`src/rtl/srca_pkg.sv`:
```
// Package for the shared ring channel ack engine: types, codes and helpers.
`default_nettype none
package srca_pkg;

    localparam int MAX_SLOTS_DEF = 64;
    localparam int CFG_W = 7;
    localparam int IDX_W = 2;

    localparam logic [IDX_W-1:0] REG_SLOT_COUNT = 2'd0;
    localparam logic [IDX_W-1:0] REG_LINE_BYTES = 2'd1;
    localparam logic [IDX_W-1:0] REG_ACK_WMARK  = 2'd2;

    localparam logic [1:0] ST_OK    = 2'd0;
    localparam logic [1:0] ST_FULL  = 2'd1;
    localparam logic [1:0] ST_EMPTY = 2'd2;
    localparam logic [1:0] ST_BAD   = 2'd3;

    localparam logic [1:0] RG_TX_MSG = 2'd0;
    localparam logic [1:0] RG_TX_ACK = 2'd1;
    localparam logic [1:0] RG_RX_MSG = 2'd2;
    localparam logic [1:0] RG_RX_ACK = 2'd3;

    localparam logic [1:0] TYPE_ACKS    = 2'd1;
    localparam logic [1:0] TYPE_MSG     = 2'd2;
    localparam logic [1:0] TYPE_MSG_ACK = 2'd3;

    typedef struct packed {
        logic       cmd;
        logic [7:0] ack_meta_seen;
        logic [7:0] msg_meta_seen;
    } srca_in_t;

    typedef struct packed {
        logic [1:0] status;
        logic [1:0] region;
        logic [5:0] slot_index;
        logic [5:0] byte_offset;
        logic [7:0] write_value;
        logic       write_valid;
        logic       last;
    } srca_out_t;

    typedef enum logic [2:0] {
        S_IDLE, S_DECODE, S_ONE, S_TX_ACK, S_TX_MSG, S_RX_MSG, S_RX_BYTE, S_RX_META
    } srca_state_t;

    typedef struct packed {
        srca_state_t sel;
        logic        load;
        logic        decode;
        logic        step;
    } srca_cmd_t;

    typedef struct packed {
        logic cmd;
        logic ack_nonzero;
        logic bad_ack;
        logic rx_empty;
        logic rx_bad;
        logic tx_full;
        logic ack_pred;
        logic byte_last;
    } srca_stat_t;

    // Ring size in use: clamp to the maximum, round down to a power of two, at least 8.
    function automatic logic [6:0] eff_slots(input logic [6:0] sc, input logic [6:0] mx);
        logic [6:0] c;
        logic [6:0] s;
        c = (sc > mx) ? mx : sc;
        s = 7'd8;
        for (int k = 4; k <= 6; k++) begin
            if ((7'd1 << k) <= c) begin
                s = 7'd1 << k;
            end
        end
        return s;
    endfunction

endpackage
`default_nettype wire

```
`src/rtl/srca_ctrl.sv`:
```
// Controller state machine: sequences the result run of one transaction.
`default_nettype none
module srca_ctrl (
    input  wire logic               aclk,
    input  wire logic               aresetn,
    input  wire logic               s_valid,
    output logic                    s_ready,
    output logic                    m_valid,
    input  wire logic               m_ready,
    input  wire srca_pkg::srca_stat_t stat,
    output srca_pkg::srca_cmd_t     ctl
);
    srca_pkg::srca_state_t state_reg, state_next;
    logic take;

    always_ff @(posedge aclk) begin
        if (!aresetn) begin
            state_reg <= srca_pkg::S_IDLE;
        end else begin
            state_reg <= state_next;
        end
    end

    always_comb begin
        state_next = state_reg;
        s_ready    = 1'b0;
        m_valid    = 1'b0;
        take       = m_ready;
        ctl.sel    = state_reg;
        ctl.load   = 1'b0;
        ctl.decode = 1'b0;
        ctl.step   = 1'b0;
        case (state_reg)
            srca_pkg::S_IDLE: begin
                s_ready  = 1'b1;
                ctl.load = s_valid;
                if (s_valid) state_next = srca_pkg::S_DECODE;
            end
            srca_pkg::S_DECODE: begin
                ctl.decode = 1'b1;
                if (!stat.cmd) begin
                    if (stat.bad_ack)          state_next = srca_pkg::S_ONE;
                    else if (stat.ack_nonzero) state_next = srca_pkg::S_TX_ACK;
                    else                       state_next = srca_pkg::S_TX_MSG;
                end else begin
                    if (stat.rx_empty || stat.rx_bad) state_next = srca_pkg::S_ONE;
                    else                              state_next = srca_pkg::S_RX_MSG;
                end
            end
            srca_pkg::S_ONE, srca_pkg::S_TX_MSG, srca_pkg::S_RX_META: begin
                m_valid  = 1'b1;
                ctl.step = take;
                if (take) state_next = srca_pkg::S_IDLE;
            end
            srca_pkg::S_TX_ACK: begin
                m_valid  = 1'b1;
                ctl.step = take;
                if (take) state_next = srca_pkg::S_TX_MSG;
            end
            srca_pkg::S_RX_MSG: begin
                m_valid  = 1'b1;
                ctl.step = take;
                if (take) state_next = stat.ack_pred ? srca_pkg::S_RX_BYTE : srca_pkg::S_IDLE;
            end
            srca_pkg::S_RX_BYTE: begin
                m_valid  = 1'b1;
                ctl.step = take;
                if (take && stat.byte_last) state_next = srca_pkg::S_RX_META;
            end
            default: state_next = srca_pkg::S_IDLE;
        endcase
    end
endmodule
`default_nettype wire

```
`src/rtl/srca_dp.sv`:
```
// Datapath: configuration, ring pointers and counters, result formatting.
`default_nettype none
module srca_dp #(
    parameter int MAX_SLOTS = srca_pkg::MAX_SLOTS_DEF
) (
    input  wire logic                       aclk,
    input  wire logic                       aresetn,
    input  wire logic                       cfg_wr_en,
    input  wire logic [srca_pkg::IDX_W-1:0] cfg_index,
    input  wire logic [srca_pkg::CFG_W-1:0] cfg_data,
    input  wire srca_pkg::srca_in_t         s_data,
    input  wire srca_pkg::srca_cmd_t        ctl,
    output srca_pkg::srca_stat_t            stat,
    output srca_pkg::srca_out_t             m_data
);
    localparam logic [6:0] MAX_S = 7'(MAX_SLOTS);

    logic [6:0] slot_count_reg, line_bytes_reg;
    logic [5:0] ack_wm_reg;
    srca_pkg::srca_in_t in_reg;
    logic [1:0] st_reg;
    logic [6:0] tx_free_reg, tx_owed_reg, rx_free_reg, rx_owed_reg;
    logic [5:0] tx_msg_ptr_reg, tx_ackslot_ptr_reg, tx_msg_ack_ptr_reg, tx_ackslot_ack_ptr_reg;
    logic [5:0] rx_msg_ptr_reg, rx_ackslot_ptr_reg, rx_msg_ack_ptr_reg, rx_ackslot_ack_ptr_reg;
    logic [5:0] n_reg, cnt_reg;

    logic [6:0] s, ls;
    logic [5:0] m, metaoff, lmax, wm;
    logic [5:0] tx_map, tx_amp, tx_aap, tx_mp, rx_mp, rx_ap, rx_map, rx_aap;
    logic [5:0] n_tx;
    logic [7:0] tx_sum;
    logic [6:0] tx_free_rel, tx_free_after, tx_owed_inc;
    logic       rx_c0;
    logic [6:0] rx_free_inc, rx_owed_inc;
    logic [5:0] n_rx;
    logic       pred;

    always_comb begin
        s       = srca_pkg::eff_slots(slot_count_reg, MAX_S);
        m       = 6'(s - 7'd1);
        ls      = (line_bytes_reg < 7'd8) ? 7'd8
                : ((line_bytes_reg > 7'd64) ? 7'd64 : line_bytes_reg);
        metaoff = 6'(ls - 7'd1);
        lmax    = 6'(ls - 7'd2);
        wm      = (ack_wm_reg == 6'd0) ? 6'd1 : ack_wm_reg;
        tx_mp   = tx_msg_ptr_reg & m;
        tx_amp  = tx_ackslot_ptr_reg & m;
        tx_map  = tx_msg_ack_ptr_reg & m;
        tx_aap  = tx_ackslot_ack_ptr_reg & m;
        rx_mp   = rx_msg_ptr_reg & m;
        rx_ap   = rx_ackslot_ptr_reg & m;
        rx_map  = rx_msg_ack_ptr_reg & m;
        rx_aap  = rx_ackslot_ack_ptr_reg & m;

        // send: release of acked message slots
        n_tx        = in_reg.ack_meta_seen[5:0];
        tx_sum      = {1'b0, tx_free_reg} + {2'b00, n_tx};
        tx_free_rel = (tx_free_reg >= s) ? tx_free_reg
                    : ((tx_sum > {1'b0, s}) ? s : tx_sum[6:0]);
        tx_free_after = (in_reg.ack_meta_seen != 8'd0) ? tx_free_rel : tx_free_reg;
        tx_owed_inc = (tx_owed_reg == 7'd127) ? tx_owed_reg : tx_owed_reg + 7'd1;

        // receive: prospective ack-slot decision after this message
        rx_c0       = (in_reg.msg_meta_seen[7:6] == srca_pkg::TYPE_MSG_ACK);
        rx_free_inc = (rx_c0 && rx_free_reg < s) ? rx_free_reg + 7'd1 : rx_free_reg;
        rx_owed_inc = (rx_owed_reg == 7'd127) ? rx_owed_reg : rx_owed_reg + 7'd1;
        pred        = (rx_free_inc != 7'd0) && (rx_owed_inc >= {1'b0, wm});
        n_rx        = (rx_owed_inc > {1'b0, lmax}) ? lmax : rx_owed_inc[5:0];

        stat.cmd         = in_reg.cmd;
        stat.ack_nonzero = (in_reg.ack_meta_seen != 8'd0);
        stat.bad_ack     = stat.ack_nonzero && (in_reg.ack_meta_seen[7:6] != srca_pkg::TYPE_ACKS);
        stat.rx_empty    = (in_reg.msg_meta_seen == 8'd0);
        stat.rx_bad      = (in_reg.msg_meta_seen[7:6] != srca_pkg::TYPE_MSG) && !rx_c0;
        stat.tx_full     = (tx_free_reg == 7'd0);
        stat.ack_pred    = pred;
        stat.byte_last   = (cnt_reg == n_reg - 6'd1);
    end

    always_comb begin
        m_data.status      = st_reg;
        m_data.region      = srca_pkg::RG_TX_MSG;
        m_data.slot_index  = tx_mp;
        m_data.byte_offset = 6'd0;
        m_data.write_value = 8'd0;
        m_data.write_valid = 1'b0;
        m_data.last        = 1'b1;
        case (ctl.sel)
            srca_pkg::S_ONE: begin
                m_data.region     = in_reg.cmd ? srca_pkg::RG_RX_MSG : srca_pkg::RG_TX_ACK;
                m_data.slot_index = in_reg.cmd ? rx_mp : tx_amp;
            end
            srca_pkg::S_TX_ACK: begin
                m_data.region      = srca_pkg::RG_TX_ACK;
                m_data.slot_index  = tx_amp;
                m_data.byte_offset = metaoff;
                m_data.write_valid = 1'b1;
                m_data.last        = 1'b0;
            end
            srca_pkg::S_TX_MSG: begin
                if (!stat.tx_full) begin
                    m_data.byte_offset = metaoff;
                    m_data.write_valid = 1'b1;
                    m_data.write_value = (tx_owed_reg != 7'd0)
                                       ? {srca_pkg::TYPE_MSG_ACK, tx_aap}
                                       : {srca_pkg::TYPE_MSG, 6'd0};
                end
            end
            srca_pkg::S_RX_MSG: begin
                m_data.region      = srca_pkg::RG_RX_MSG;
                m_data.slot_index  = rx_mp;
                m_data.byte_offset = metaoff;
                m_data.write_valid = 1'b1;
                m_data.last        = !pred;
            end
            srca_pkg::S_RX_BYTE: begin
                m_data.region      = srca_pkg::RG_RX_ACK;
                m_data.slot_index  = rx_ap;
                m_data.byte_offset = cnt_reg;
                m_data.write_value = {2'b00, (rx_map + cnt_reg) & m};
                m_data.write_valid = 1'b1;
                m_data.last        = 1'b0;
            end
            srca_pkg::S_RX_META: begin
                m_data.region      = srca_pkg::RG_RX_ACK;
                m_data.slot_index  = rx_ap;
                m_data.byte_offset = metaoff;
                m_data.write_value = {srca_pkg::TYPE_ACKS, n_reg};
                m_data.write_valid = 1'b1;
            end
            default: ;
        endcase
    end

    always_ff @(posedge aclk) begin
        if (ctl.load) in_reg <= s_data;
        if (ctl.decode) begin
            if (!in_reg.cmd) begin
                st_reg <= stat.bad_ack ? srca_pkg::ST_BAD
                        : ((tx_free_after == 7'd0) ? srca_pkg::ST_FULL : srca_pkg::ST_OK);
            end else begin
                st_reg <= stat.rx_empty ? srca_pkg::ST_EMPTY
                        : (stat.rx_bad ? srca_pkg::ST_BAD : srca_pkg::ST_OK);
            end
        end
        if (ctl.step && ctl.sel == srca_pkg::S_RX_MSG) begin
            n_reg   <= n_rx;
            cnt_reg <= 6'd0;
        end
        if (ctl.step && ctl.sel == srca_pkg::S_RX_BYTE) cnt_reg <= cnt_reg + 6'd1;
    end

    always_ff @(posedge aclk) begin
        if (!aresetn) begin
            slot_count_reg         <= 7'd32;
            line_bytes_reg         <= 7'd64;
            ack_wm_reg             <= 6'd8;
            tx_free_reg            <= 7'd32;
            tx_owed_reg            <= 7'd0;
            rx_free_reg            <= 7'd32;
            rx_owed_reg            <= 7'd0;
            tx_msg_ptr_reg         <= 6'd0;
            tx_ackslot_ptr_reg     <= 6'd0;
            tx_msg_ack_ptr_reg     <= 6'd0;
            tx_ackslot_ack_ptr_reg <= 6'd0;
            rx_msg_ptr_reg         <= 6'd0;
            rx_ackslot_ptr_reg     <= 6'd0;
            rx_msg_ack_ptr_reg     <= 6'd0;
            rx_ackslot_ack_ptr_reg <= 6'd0;
        end else begin
            if (cfg_wr_en) begin
                case (cfg_index)
                    srca_pkg::REG_SLOT_COUNT: slot_count_reg <= cfg_data;
                    srca_pkg::REG_LINE_BYTES: line_bytes_reg <= cfg_data;
                    srca_pkg::REG_ACK_WMARK:  ack_wm_reg     <= cfg_data[5:0];
                    default: ;
                endcase
            end
            // every transaction folds all pointers into the ring size in use
            if (ctl.decode) begin
                tx_msg_ptr_reg         <= tx_mp;
                tx_ackslot_ptr_reg     <= tx_amp;
                tx_msg_ack_ptr_reg     <= tx_map;
                tx_ackslot_ack_ptr_reg <= tx_aap;
                rx_msg_ptr_reg         <= rx_mp;
                rx_ackslot_ptr_reg     <= rx_ap;
                rx_msg_ack_ptr_reg     <= rx_map;
                rx_ackslot_ack_ptr_reg <= rx_aap;
            end
            if (ctl.step) begin
                case (ctl.sel)
                    srca_pkg::S_TX_ACK: begin
                        tx_free_reg        <= tx_free_rel;
                        tx_msg_ack_ptr_reg <= (tx_map + n_tx) & m;
                        tx_owed_reg        <= tx_owed_inc;
                        tx_ackslot_ptr_reg <= (tx_amp + 6'd1) & m;
                    end
                    srca_pkg::S_TX_MSG: begin
                        if (!stat.tx_full) begin
                            if (tx_owed_reg != 7'd0) begin
                                tx_owed_reg            <= tx_owed_reg - 7'd1;
                                tx_ackslot_ack_ptr_reg <= (tx_aap + 6'd1) & m;
                            end
                            tx_msg_ptr_reg <= (tx_mp + 6'd1) & m;
                            tx_free_reg    <= tx_free_reg - 7'd1;
                        end
                    end
                    srca_pkg::S_RX_MSG: begin
                        if (rx_c0) rx_ackslot_ack_ptr_reg <= (rx_aap + 6'd1) & m;
                        rx_free_reg    <= rx_free_inc;
                        rx_owed_reg    <= rx_owed_inc;
                        rx_msg_ptr_reg <= (rx_mp + 6'd1) & m;
                    end
                    srca_pkg::S_RX_META: begin
                        rx_msg_ack_ptr_reg <= (rx_map + n_reg) & m;
                        rx_owed_reg        <= rx_owed_reg - {1'b0, n_reg};
                        rx_ackslot_ptr_reg <= (rx_ap + 6'd1) & m;
                        rx_free_reg        <= rx_free_reg - 7'd1;
                    end
                    default: ;
                endcase
            end
        end
    end
endmodule
`default_nettype wire

```
`src/rtl/shared_ring_channel_ack_engine.sv`:
```
// Top level of the shared ring channel ack engine: controller plus datapath.
//
//  channel  dir  handshake           payload
//  s_       in   s_valid / s_ready   srca_in_t  (cmd, ack/msg meta seen)
//  m_       out  m_valid / m_ready   srca_out_t (at most one memory write per result)
//  cfg_     in   cfg_wr_en           cfg_index, cfg_data (no wait, no read-back)
//
// Sequence: a transaction is accepted, then decoded, then its results are emitted;
// a receive that writes an ack slot emits 2 + n results (n <= clamped line bytes - 2).
// The result sequencer emits one result per cycle while m_ready is high and sets the rate.
// Reset: aresetn synchronous, low; config back to 32/64/8, free counts to 32, owed counts and pointers cleared.
// Stalls: m_ready low holds the current result; s_ready is high only when idle.
`default_nettype none
module shared_ring_channel_ack_engine #(
    parameter int MAX_SLOTS = srca_pkg::MAX_SLOTS_DEF
) (
    input  wire logic                       aclk,
    input  wire logic                       aresetn,
    input  wire logic                       cfg_wr_en,
    input  wire logic [srca_pkg::IDX_W-1:0] cfg_index,
    input  wire logic [srca_pkg::CFG_W-1:0] cfg_data,
    input  wire logic                       s_valid,
    output logic                            s_ready,
    input  wire srca_pkg::srca_in_t         s_data,
    output logic                            m_valid,
    input  wire logic                       m_ready,
    output srca_pkg::srca_out_t             m_data
);
    srca_pkg::srca_cmd_t  ctl;
    srca_pkg::srca_stat_t stat;

    srca_ctrl u_ctrl (
        .aclk    (aclk),
        .aresetn (aresetn),
        .s_valid (s_valid),
        .s_ready (s_ready),
        .m_valid (m_valid),
        .m_ready (m_ready),
        .stat    (stat),
        .ctl     (ctl)
    );

    srca_dp #(.MAX_SLOTS(MAX_SLOTS)) u_dp (
        .aclk      (aclk),
        .aresetn   (aresetn),
        .cfg_wr_en (cfg_wr_en),
        .cfg_index (cfg_index),
        .cfg_data  (cfg_data),
        .s_data    (s_data),
        .ctl       (ctl),
        .stat      (stat),
        .m_data    (m_data)
    );

    // Never taking a new transaction while a result run is in flight.
    a_no_overlap: assert property (@(posedge aclk) disable iff (!aresetn)
        !(s_ready && m_valid)) else $error("input taken during result run");

    // A result without a write always ends its run.
    a_nowrite_last: assert property (@(posedge aclk) disable iff (!aresetn)
        (m_valid && !m_data.write_valid) |-> m_data.last)
        else $error("write-less result not last");

    // Writes only come with ok or full status.
    a_write_status: assert property (@(posedge aclk) disable iff (!aresetn)
        (m_valid && m_data.write_valid) |->
        (m_data.status == srca_pkg::ST_OK || m_data.status == srca_pkg::ST_FULL))
        else $error("write with error status");

    // A taken non-final result keeps the engine busy.
    a_run_busy: assert property (@(posedge aclk) disable iff (!aresetn)
        (m_valid && m_ready && !m_data.last) |=> !s_ready)
        else $error("run ended early");
endmodule
`default_nettype wire
```
`config.mk`:
```
export PLATFORM = sky130hd
export DESIGN_NAME = shared_ring_channel_ack_engine
export DESIGN_NICKNAME = d
export VERILOG_FILES = /design/src/rtl/srca_pkg.sv /design/src/rtl/srca_ctrl.sv /design/src/rtl/srca_dp.sv /design/src/rtl/shared_ring_channel_ack_engine.sv
export SDC_FILE = /design/constraint.sdc
export NUM_CORES = 1
export LEC_CHECK = 0
export BUFFER_PORTS_ARGS = -buffer_cell sky130_fd_sc_hd__buf_4
export CAP_MARGIN = 15
export CORE_UTILIZATION = 45
export CTS_BUF_LIST = sky130_fd_sc_hd__clkbuf_4 sky130_fd_sc_hd__clkbuf_8 sky130_fd_sc_hd__clkbuf_16
export CTS_CLUSTER_DIAMETER = 120
export DETAILED_ROUTE_END_ITERATION = 8
export PLACE_DENSITY = 0.69
export SLEW_MARGIN = 5
export SYNTH_ARGS = -nofsm -noshare
export SYNTH_HDL_FRONTEND = slang
export SYNTH_HIERARCHICAL = 1
export SYNTH_SLANG_ARGS = --single-unit
```
`constraint.sdc`:
```
create_clock -name aclk -period 4.9 [get_ports aclk]
set_clock_uncertainty 0.2 [all_clocks]
set_input_delay 0.98 -clock aclk [delete_from_list [all_inputs] [get_ports aclk]]
set_output_delay 0.98 -clock aclk [all_outputs]
set_load 0.05 [all_outputs]
```
==> results.json <==
{
  "outcome": "finished, final reports clean",
  "power_frac_comb_pct": 29.1,
  "startpoint_type": "flop",
  "slew_viol_final": 0,
  "utilization_pct": 53.9,
  "synth_ff_type": "dfxtp_1",
  "crit_required_ns": 3.72,
  "clkSinkCount": 114,
  "die_width_um": 137,
  "synth_top_cell_by_area": "dfxtp_1",
  "htreeDepth": 4,
  "synthSimpleGateAreaFrac_pct": 22.5,
  "grt_max_degree": 86,
  "swShare_pct": 35.1,
  "dp_hpwl_um": 14800,
  "intPower_uw": 2160,
  "antenna_found_initial": 0,
  "cts_tree": "done",
  "diodes": 0,
  "cp_num_buf_inv": 2,
  "power_frac_seq_pct": 32.4,
  "cpPeakStageDelay_ns": 0.38,
  "place_congestion": 0.885,
  "synth-seq-area-share_pct": 31.8,
  "crit_family": "compound AO/OA/AOI/OAI gates",
  "async_flop_share_pct": 0,
  "die_h_um": 137,
  "fin_crit_sh_pct": 94.8,
  "synthCells": 970,
  "slew_headroom_pct": 27.0,
  "syn-num-nets": 1071,
  "synth_area_per_cell_um2": 8.41,
  "synth_edf_count": 31,
  "synth.area.top_cells": "dfxtp_1, edfxtp_1, ha_1",
  "synthXorXnorAreaFrac_pct": 7.09,
  "setup_ws_ns": 0.254,
  "holdWs_ns": 0.299,
  "clock_latency_ns": 0.43,
  "num_io_pins": 59,
  "grt_pass1_vias": 6728,
  "synth_top_family_by_area": "simple AND/OR/NAND/NOR gates",
  "firstDrtPassIters": 5,
  "setup_viol": 0,
  "synth_compound_area_share_pct": 18.9,
  "port_buffers": 58,
  "synth.area.mux_share_pct": 3.60,
  "wire_per_inst_um": 16.3,
  "cp_max_fo": 6,
  "initial_core_util_pct": 46.7,
  "power.switching_uw": 1170,
  "fin_tns_setup_ns": 0,
  "crit_path_top_delay_cell": "dfxtp_2",
  "reg2reg_slack_ns": 0.95,
  "cp-end-kind": "output port",
  "synthAdderAreaFrac_pct": 11.2,
  "synth_cell_types": 75,
  "synthDominantCellAreaShare_pct": 20.4,
  "largest_register_ffs": 16,
  "nFillCells": 1582,
  "drive_gt1_share_pct": 12.7,
  "final_common_cell": "nand2_1",
  "synthesis.area_um2": 8160,
  "worst-setup-path-type": "flop to output port",
  "grt_pass1_wl_um": 33500,
  "clock_path_buffers": 2,
  "fp.dieArea_um2": 18700,
  "vias_per_cell": 5.66,
  "drc": 0,
  "worst_pin_slew_ns": 1.08,
  "core_um2": 17500,
  "crit_path_cell_trace": "ha_1, and2_1, nand4_1, buf_4, xnor2_2, ha_1, nand2b_1, a21o_1, a21o_1, a211oi_1, o21ai_1, nand2_1, o21ai_0, a21oi_2, buf_4",
  "cts_buffers": 17,
  "place_area_um2": 8790,
  "min_period_ns": 4.65,
  "drv_cap": 0,
  "rows": 48,
  "fin_nets": 1123,
  "final_area_um2": 9430,
  "pre_cts_slack_ns": 0.385,
  "ir_worst_vdd_mv": 0.240,
  "p_leak_uw": 0.00413,
  "wl_um": 20600,
  "worstPathArrival_ns": 3.47,
  "mostFrequentLayoutCells": "nand2_1, nor2_1, dfxtp_1",
  "synth-seq-cells": 114,
  "hold_violations": 0,
  "clk_pin_slew_worst_paths_ns": 0.05,
  "fmax_mhz": 215,
  "area_growth_syn_to_layout_pct": 15.6,
  "p_clk_share_pct": 38.6,
  "ys_warn_count": 6,
  "ant_nets": 0,
  "drt_iter0_markers": 606,
  "via_count": 7137,
  "worstHoldPathType": "flop to flop",
  "grt_usage_pct": 23.2,
  "overflow": 0,
  "clockRootBuffer": "clkbuf_16",
  "p_per_area_nw_per_um2": 353
}
-- final timing paths --
path,start,end,depth (start not counted)
worst min register to register,u_dp/rx_msg_ptr_reg[5],u_dp/rx_msg_ptr_reg[5],2
worst max-delay path,u_dp/rx_owed_reg[0],m_data[0],15
worst max register to register,u_dp/slot_count_reg[5],u_dp/st_reg[0],10
worst min-delay path,u_dp/rx_msg_ptr_reg[5],u_dp/rx_msg_ptr_reg[5],2
-- kinds of logic (layout without fill, tap and decap cells) --
family / after synthesis / count (layout)
AND/OR/NAND/NOR: 363 / 363
AO/OA/AOI/OAI: 230 / 230
flip-flops: 114 / 114
buffers and inverters: 98 / 163
adder cells (fa/ha/maj): 70 / 70
XOR/XNOR: 66 / 66
multiplexers: 29 / 29
-- metal layers --
layer / part of all wire (%) / vias to the layer above / track usage (%)
met5: 0 / - / 0
met4: 1.8 / 0 / 8.40
met3: 5.5 / 33 / 4.93
met2: 46 / 203 / 37.4
met1: 47 / 3348 / 30.4
li1: - / 3553 / -
-- per-stage QoR --
stage | instances | power (uW)
3_5_place_dp | 1225 | 2060
6_report | 1260 | 3330
3_3_place_gp | 1225 | 2040
2_1_floorplan | 970 | 1790
4_1_cts | 1260 | 3340
5_1_grt | 1260 | 3470
-- timing repair --
item	4_1_cts	5_1_grt
resized for setup	2	4
hold buffers	0	0
endpoints found under the setup margin	1	1
setup buffers	3	0
hold endpoints to repair	0	0
pin swaps	1	1
-- power by group through the flow --
stage,logic [uW],registers (uW),clock network [uW]
after floorplan,690,1100,0
after global placement,947,1100,0
after detailed placement,958,1100,0
after CTS,961,1080,1300
after global routing,1040,1090,1340
final,967,1080,1280
-- Yosys cell counts (4+ instances only) --
master    count
ha_1         65
inv_1        53
o21ai_0      54
clkbuf_1     31
buf_2         4
xnor2_1      39
o22ai_1      13
nand2_1      95
nand3b_1      5
o211a_1       5
and2_1       29
a22oi_1      15
mux2i_1      26
xor2_1       27
nor4_1        6
edfxtp_1     31
nand4_1      11
nor2b_1      39
o21a_1        6
a21boi_0     12
a222oi_1      5
o21bai_1      5
nor2_1       84
or3_1         9
nand3_1      21
o211ai_1      4
nor3_1       21
fa_1          5
a21oi_1      56
and3_1       10
dfxtp_1      83
a211oi_1      4
a21o_1       17
nand2b_1     10
-- area by class of cell --
| class | instances | area, um^2 | share of cell area [%] |
|---|---|---|---|
| well taps | 225 | 282 | 2.99 |
| inverters | 57 | 214 | 2.27 |
| clock buffers | 21 | 468 | 4.96 |
| multi-input cells | 758 | 5180 | 54.9 |
| clock inverters | 11 | 136 | 1.45 |
| flip-flops and latches | 114 | 2590 | 27.5 |
| repair buffers | 74 | 556 | 5.89 |
-- worst reg2reg max path, stage by stage (launching register included) --
cell and delay, ns:
dfxtp_1 0.35, or3_1 0.62, inv_2 0.43, ha_1 0.31
and4b_1 0.20, o311a_1 0.33, nor2b_1 0.45, o21ai_0 0.17
a22oi_1 0.30, nor3_1 0.08, a31o_2 0.25
No activity file was read; power rests on OpenSTA's default activity.
